`config.mk`:
```
export PLATFORM = sky130hd
export DESIGN_NAME = char_list_insert_find_delete_unit
export DESIGN_NICKNAME = d
export VERILOG_FILES = /design/src/sv/clifd_pkg.sv /design/src/sv/clifd_ctrl.sv /design/src/sv/clifd_dp.sv /design/src/sv/char_list_insert_find_delete_unit.sv
export SDC_FILE = /design/constraint.sdc
export NUM_CORES = 1
export LEC_CHECK = 0
export ABC_AREA = 1
export BUFFER_PORTS_ARGS = -buffer_cell sky130_fd_sc_hd__buf_2
export CORE_ASPECT_RATIO = 0.6
export CORE_MARGIN = 2
export CORE_UTILIZATION = 55
export DETAILED_ROUTE_END_ITERATION = 8
export GPL_TIMING_DRIVEN = 0
export PLACE_DENSITY = 0.83
export SLEW_MARGIN = 20
export SYNTH_ARGS = -nofsm -noshare
export SYNTH_HDL_FRONTEND = slang
export SYNTH_SLANG_ARGS = --single-unit
export TNS_END_PERCENT = 100
```
`constraint.sdc`:
```
create_clock -name i_clk -period 2.34 [get_ports i_clk]
set_clock_uncertainty 0.05 [all_clocks]
set_input_delay 0.468 -clock i_clk [delete_from_list [all_inputs] [get_ports i_clk]]
set_output_delay 0.468 -clock i_clk [all_outputs]
set_load 0.01 [all_outputs]
```
`src/sv/clifd_pkg.sv`:
```
// Shared types and constants for the byte list unit.
// Used by the controller, the datapath, the top level and the port checker.
package clifd_pkg;

    // List capacity and derived widths
    localparam int DEPTH  = 16;
    localparam int ADDR_W = (DEPTH > 1) ? $clog2(DEPTH) : 1;
    localparam int CNT_W  = $clog2(DEPTH + 1);
    localparam int LEN_W  = 5;
    localparam int BYTE_W = 8;
    localparam int OP_W   = 2;

    // Operation codes carried by a request
    typedef enum logic [OP_W-1:0] {
        OP_APPEND    = 2'd0,
        OP_FIND      = 2'd1,
        OP_DEL_FIRST = 2'd2,
        OP_DEL_ALL   = 2'd3
    } t_op;

    // Commands from the controller to the datapath
    typedef struct packed {
        logic load;
        logic walk;
        logic finish;
    } t_cmd;

    // Status from the datapath to the controller
    typedef struct packed {
        logic walk_done;
    } t_status;

endpackage

```
`src/sv/clifd_ctrl.sv`:
```
// Controller state machine for the byte list unit.
// Depends on clifd_pkg for the command and status structs.
module clifd_ctrl (
    input  logic               i_clk,
    input  logic               i_rst_n,
    input  logic               i_start,
    input  clifd_pkg::t_status i_status,
    output clifd_pkg::t_cmd    o_cmd,
    output logic               o_busy
);
    import clifd_pkg::*;

    typedef enum logic [2:0] {
        S_IDLE = 3'b001,
        S_WALK = 3'b010,
        S_FIN  = 3'b100
    } t_state;

    t_state r_state;
    t_state n_state;

    // Decode next state and datapath commands
    always_comb begin
        n_state = r_state;
        o_cmd   = '0;
        unique case (r_state)
            S_IDLE: begin
                o_cmd.load = i_start;
                if (i_start) n_state = S_WALK;
            end
            S_WALK: begin
                o_cmd.walk = 1'b1;
                if (i_status.walk_done) n_state = S_FIN;
            end
            S_FIN: begin
                o_cmd.finish = 1'b1;
                n_state      = S_IDLE;
            end
            default: n_state = S_IDLE;
        endcase
    end

    // Advance state
    always_ff @(posedge i_clk) begin
        if (!i_rst_n) begin
            r_state <= S_IDLE;
        end else begin
            r_state <= n_state;
        end
    end

    assign o_busy = (r_state != S_IDLE);

endmodule

```
`src/sv/clifd_dp.sv`:
```
// Datapath for the byte list unit: entry memory, walk counters and result registers.
// Depends on clifd_pkg for widths, op codes and the command and status structs.
module clifd_dp (
    input  logic                           i_clk,
    input  logic                           i_rst_n,
    input  clifd_pkg::t_cmd                i_cmd,
    input  logic [clifd_pkg::OP_W-1:0]     i_op,
    input  logic [clifd_pkg::BYTE_W-1:0]   i_value,
    output clifd_pkg::t_status             o_status,
    output logic                           o_valid,
    output logic                           o_found,
    output logic [clifd_pkg::LEN_W-1:0]    o_removed_count,
    output logic [clifd_pkg::LEN_W-1:0]    o_length,
    output logic                           o_overflow
);
    import clifd_pkg::*;

    logic [BYTE_W-1:0] r_mem [DEPTH];

    t_op               r_op;
    logic [BYTE_W-1:0] r_value;
    logic [CNT_W-1:0]  r_count;
    logic [CNT_W-1:0]  r_idx;
    logic [CNT_W-1:0]  r_wr;
    logic [CNT_W-1:0]  r_removed;
    logic              r_found;
    logic              r_pv;
    logic [BYTE_W-1:0] r_rd_data;

    logic              r_valid;
    logic              r_found_o;
    logic [LEN_W-1:0]  r_removed_o;
    logic [LEN_W-1:0]  r_length_o;
    logic              r_overflow_o;

    logic              issue;
    logic              match;
    logic              is_del;
    logic              del_hit;
    logic              room;
    logic              wr_en;
    logic [ADDR_W-1:0] wr_addr;
    logic [BYTE_W-1:0] wr_data;

    // Walk control: read one entry a cycle, compare it in the cycle after the read
    assign issue   = (r_idx < r_count);
    assign match   = (r_rd_data == r_value);
    assign is_del  = (r_op == OP_DEL_FIRST) || (r_op == OP_DEL_ALL);
    assign del_hit = match && ((r_op == OP_DEL_ALL) ||
                               ((r_op == OP_DEL_FIRST) && (r_removed == '0)));
    assign room    = (r_count < CNT_W'(DEPTH));

    assign o_status.walk_done = !issue && !r_pv;

    // Select the single write: compaction during the walk, append at finish
    always_comb begin
        wr_en   = 1'b0;
        wr_addr = r_wr[ADDR_W-1:0];
        wr_data = r_rd_data;
        if (i_cmd.walk && r_pv && is_del && !del_hit) begin
            wr_en = 1'b1;
        end else if (i_cmd.finish && (r_op == OP_APPEND) && room) begin
            wr_en   = 1'b1;
            wr_addr = r_count[ADDR_W-1:0];
            wr_data = r_value;
        end
    end

    // Entry memory: one write port, one registered read port
    always_ff @(posedge i_clk) begin
        if (wr_en) r_mem[wr_addr] <= wr_data;
        if (i_cmd.walk && issue) r_rd_data <= r_mem[r_idx[ADDR_W-1:0]];
    end

    // Hold the request payload
    always_ff @(posedge i_clk) begin
        if (i_cmd.load) begin
            r_op    <= t_op'(i_op);
            r_value <= i_value;
        end
    end

    // Advance walk counters and flags
    always_ff @(posedge i_clk) begin
        if (!i_rst_n) begin
            r_count   <= '0;
            r_idx     <= '0;
            r_wr      <= '0;
            r_removed <= '0;
            r_found   <= 1'b0;
            r_pv      <= 1'b0;
        end else if (i_cmd.load) begin
            r_idx     <= '0;
            r_wr      <= '0;
            r_removed <= '0;
            r_found   <= 1'b0;
            r_pv      <= 1'b0;
        end else if (i_cmd.walk) begin
            r_pv <= issue;
            if (issue) r_idx <= r_idx + CNT_W'(1);
            if (r_pv) begin
                if (match) r_found <= 1'b1;
                if (del_hit) begin
                    r_removed <= r_removed + CNT_W'(1);
                end else if (is_del) begin
                    r_wr <= r_wr + CNT_W'(1);
                end
            end
        end else if (i_cmd.finish) begin
            if (r_op == OP_APPEND) begin
                if (room) r_count <= r_count + CNT_W'(1);
            end else if (is_del) begin
                r_count <= r_wr;
            end
        end
    end

    // Result strobe
    always_ff @(posedge i_clk) begin
        if (!i_rst_n) begin
            r_valid <= 1'b0;
        end else begin
            r_valid <= i_cmd.finish;
        end
    end

    // Result payload
    always_ff @(posedge i_clk) begin
        if (i_cmd.finish) begin
            r_found_o    <= r_found;
            r_removed_o  <= LEN_W'(r_removed);
            r_overflow_o <= (r_op == OP_APPEND) && !room;
            unique case (r_op)
                OP_APPEND:    r_length_o <= room ? LEN_W'(r_count + CNT_W'(1))
                                                 : LEN_W'(r_count);
                OP_FIND:      r_length_o <= LEN_W'(r_count);
                OP_DEL_FIRST,
                OP_DEL_ALL:   r_length_o <= LEN_W'(r_wr);
                default:      r_length_o <= LEN_W'(r_count);
            endcase
        end
    end

    assign o_valid         = r_valid;
    assign o_found         = r_found_o;
    assign o_removed_count = r_removed_o;
    assign o_length        = r_length_o;
    assign o_overflow      = r_overflow_o;

endmodule

```
`src/sv/char_list_insert_find_delete_unit.sv`:
```
// Top level of the byte list unit: joins the controller and the datapath.
// Depends on clifd_pkg, clifd_ctrl and clifd_dp.
//
// Keeps an ordered list of up to DEPTH bytes, empty after reset. A request is
// taken when start is high and busy is low; busy then stays high while the
// controller walks the list and finishes the request, longer on a longer list.
// The walk goes over the entry memory, which has one read port and one write
// port: one entry is read each cycle and compared in the cycle after, and on
// deletes kept entries are written back compacted in that compare cycle. The
// result shows on the o_ ports for exactly one cycle with o_valid high, in the
// first cycle that busy is low again, and must be taken then: it is never held.
// A new request may be given in that same cycle.
module char_list_insert_find_delete_unit (
    input  logic                           i_clk,
    input  logic                           i_rst_n,
    input  logic                           start,
    output logic                           busy,
    input  logic [clifd_pkg::OP_W-1:0]     i_op,
    input  logic [clifd_pkg::BYTE_W-1:0]   i_value,
    output logic                           o_valid,
    output logic                           o_found,
    output logic [clifd_pkg::LEN_W-1:0]    o_removed_count,
    output logic [clifd_pkg::LEN_W-1:0]    o_length,
    output logic                           o_overflow
);
    import clifd_pkg::*;

    t_cmd    cmd;
    t_status status;

    // Sequence each request
    clifd_ctrl u_ctrl (
        .i_clk    (i_clk),
        .i_rst_n  (i_rst_n),
        .i_start  (start),
        .i_status (status),
        .o_cmd    (cmd),
        .o_busy   (busy)
    );

    // Hold the list and build the result
    clifd_dp u_dp (
        .i_clk           (i_clk),
        .i_rst_n         (i_rst_n),
        .i_cmd           (cmd),
        .i_op            (i_op),
        .i_value         (i_value),
        .o_status        (status),
        .o_valid         (o_valid),
        .o_found         (o_found),
        .o_removed_count (o_removed_count),
        .o_length        (o_length),
        .o_overflow      (o_overflow)
    );

endmodule

```
==> run summary <==
Status: finished, violations left
Failing checks: negative setup slack
Maximum VDD drop: 533.1 µV
Tmin final: 2.427 ns
Setup violators final: 1
Final ANT Viol Nets: 0
CP max-delay cell: o32ai_1
Synth top area share: 60.35%
# fillers: 963
H-tree Lvls: 4
Synth area leader: edfxtp_1
Synth Register Bits: 184
IO Port Bufs: 26
Num ports: 27
Clk slew on worst S/H paths: 0.07 ns
Final Hold Viols: 0
Die X: 158.3 µm
Gr ovfl total: 0
# rows: 33
Area of the multi-input gates: 2449 µm²
CP delay by family, top: buffers and inverters
CTS Buf Count: 17
CTS Root Cell: clkbuf_16
Top FF cell, synth: edfxtp_1
Area of the die: 15300 µm²
Worst min path class: in -> reg
Max-slew violations: 0
DRT Pass-1 Iters: 8
Area growth syn-to-layout: 17.62%
Dpl hpwl: 13.90 mm
Routed WL: 20.36 mm
Area of the core: 13790 µm²
Top post-synthesis cells by area: edfxtp_1 60%, dfxtp_1 6.6%, nor2_1 6.4%
CP Buf/Inv Count: 3
Tightest Pin Transition: 0.6851 ns
Initial antenna violation count: 0
Post-synth EDFFs: 158
Ys Warns: 0
Global Route Usage Sum: 27.38%
Slew HR: 54.18%
LEAKAGE: 3.270 nW
Synth Cell Area: 7861 µm²
Clock Path Buffers: 2
Setup crit end kind: flip-flop
Hold slack: 0.1609 ns
Vias per std cell: 6.044
Post-synthesis sequential area ratio: 66.97%
Unique cell type count in the Yosys netlist: 36
Register area: 5268 µm²
Crit-path max FO: 10
Worst path arrival time: 2.66 ns
Number of global-route vias before repair: 5639
Avg WL per Cell: 20.65 µm
Area after DPL: 8303 µm²
Fmax: 0.4119 GHz
CTS Sinks: 184
Via count: 5959
Residual DRC: 0
Fin nets: 803
Placed cells: 941
Max incr delay on CP: 0.56 ns
Starting density of the core: 57.00%
Most frequent cells in the layout: 158 x edfxtp_1, 118 x nor2_1, 101 x nand2_1
Setup crit start kind: flip-flop
Layout cells sized above 1: 17.38%
Final Util: 67.05%
Worst endpoint required time: 2.57 ns
PD cells: 687.4 nW/µm²
Clk_lat worst skew: 0.43 ns
Iter 0 DRT Violations: 860
CTS tree: built
Final worst slack: -0.08749 ns
RePlAce Congestion: 0.9392
Critical path type: reg -> reg
Cells after Synth: 716
Post-Syn Area per Cell: 10.98 µm²
Number of standard cells in the final layout excluding fillers: 986
Worst Hold Depth: 1
CP cell instances: inv_1, buf_2, clkbuf_1, nor2_1, o32ai_1, nand2_1, nand3_1
Tcrit/Tclk final: 103.7%
# diodes: 0
Commonest non-fill, non-tap cell in the layout: edfxtp_1
Largest net degree at the start of global routing: 17
Asr flop ratio synth: 0%
First-pass GRT wire length: 31.02 mm
Hold_buf cts: 0
Reg2reg path depth: 7
Crit path depth: 7
Post-route cell area: 9246 µm²
Syn_nets: 738
DIE HEIGHT: 96.61 µm
Total of max-cap violations: 0
Setup TNS: -0.08749 ns
cells by family (layout without fill, tap and decap cells):
logic type,after synthesis,in the layout,synth area share (%)
and+or+nand+nor,291,291,15.76
DFF,184,184,66.97
AOI/OAI and AO/OA,140,140,10.73
buffers and inverters,85,163,4.329
adders and majority gates,9,9,1.432
xor gates and xnor gates,7,7,0.7799
power breakdown:
part | internal [W] | total (W) | switching (W)
combinational | 0.0000301 | 0.000105 | 0.0000752
sequential | 0.00353 | 0.00354 | 0.0000149
clock | 0.00146 | 0.00271 | 0.00125
layer usage:
layer / global-route usage, % / wire [µm] / share of wire [%]
met1: 42.01 / 8301 / 41
met2: 38.86 / 8863 / 44
met3: 7.168 / 2833 / 14
met4: 7.346 / 362 / 1.8
met5: 0 / 0 / 0
stage by stage:
step                total power, W  setup WS (ns)
floorplan                 0.003671       -0.01701
CTS                       0.006352      -0.009942
global placement          0.003705         -1.354
detailed placement        0.003712        -0.5308
global route              0.006529       -0.04783
finish                    0.006356       -0.08749
synth_stat cells (all sizes together), types with 3 or more instances:
cell type  number
a21oi          20
a31oi           4
buf            12
clkbuf         13
clkinv          3
dfxtp          26
edfxtp        158
ha              9
inv            57
nand2         107
nand3          34
nand4           5
nor2          138
nor3            5
o211ai         20
o21ai          76
o32ai          16
xnor2           4
xor2            3
flip-flops by register name, summed over array words and instances (netlist names):
register,cells
u_dp.r_mem,128
u_dp.r_rd_data,8
u_dp.r_value,8
u_dp.o_length,5
u_dp.o_removed_count,5
u_dp.r_count,5
u_dp.r_idx,5
u_dp.r_removed,5
u_dp.r_wr,5
u_ctrl.r_state,3
u_dp.r_op,2
u_dp.o_found,1
u_dp.o_overflow,1
u_dp.o_valid,1
u_dp.r_found,1
u_dp.r_pv,1
worst paths after layout:
check / slack, ns / to / from
setup reg to reg: -0.09 / u_dp.r_rd_data[5] / u_dp.r_idx[0]
hold / removal: 0.16 / u_dp.r_op[1] / i_op[1]
setup / recovery: -0.09 / u_dp.r_rd_data[5] / u_dp.r_idx[0]
hold reg to reg: 0.41 / u_dp.o_found / u_dp.r_found
what timing repair did:
action                                  CTS  global route
buffers inserted                          3            10
endpoints found under the setup margin  233           195
pin swaps                                 2            15
resized for setup                        29            17
layout make-up:
type | instances | share of cell area, %
timing repair buffer | 46 | 4.195
buffer | 25 | 1.218
multi-input combinational | 447 | 26.48
clock inverter | 12 | 0.9743
clock buffer | 20 | 5.061
tap | 192 | 2.598
inverter | 60 | 2.503
sequential | 184 | 56.97
No activity file was read; power rests on OpenSTA's default activity.
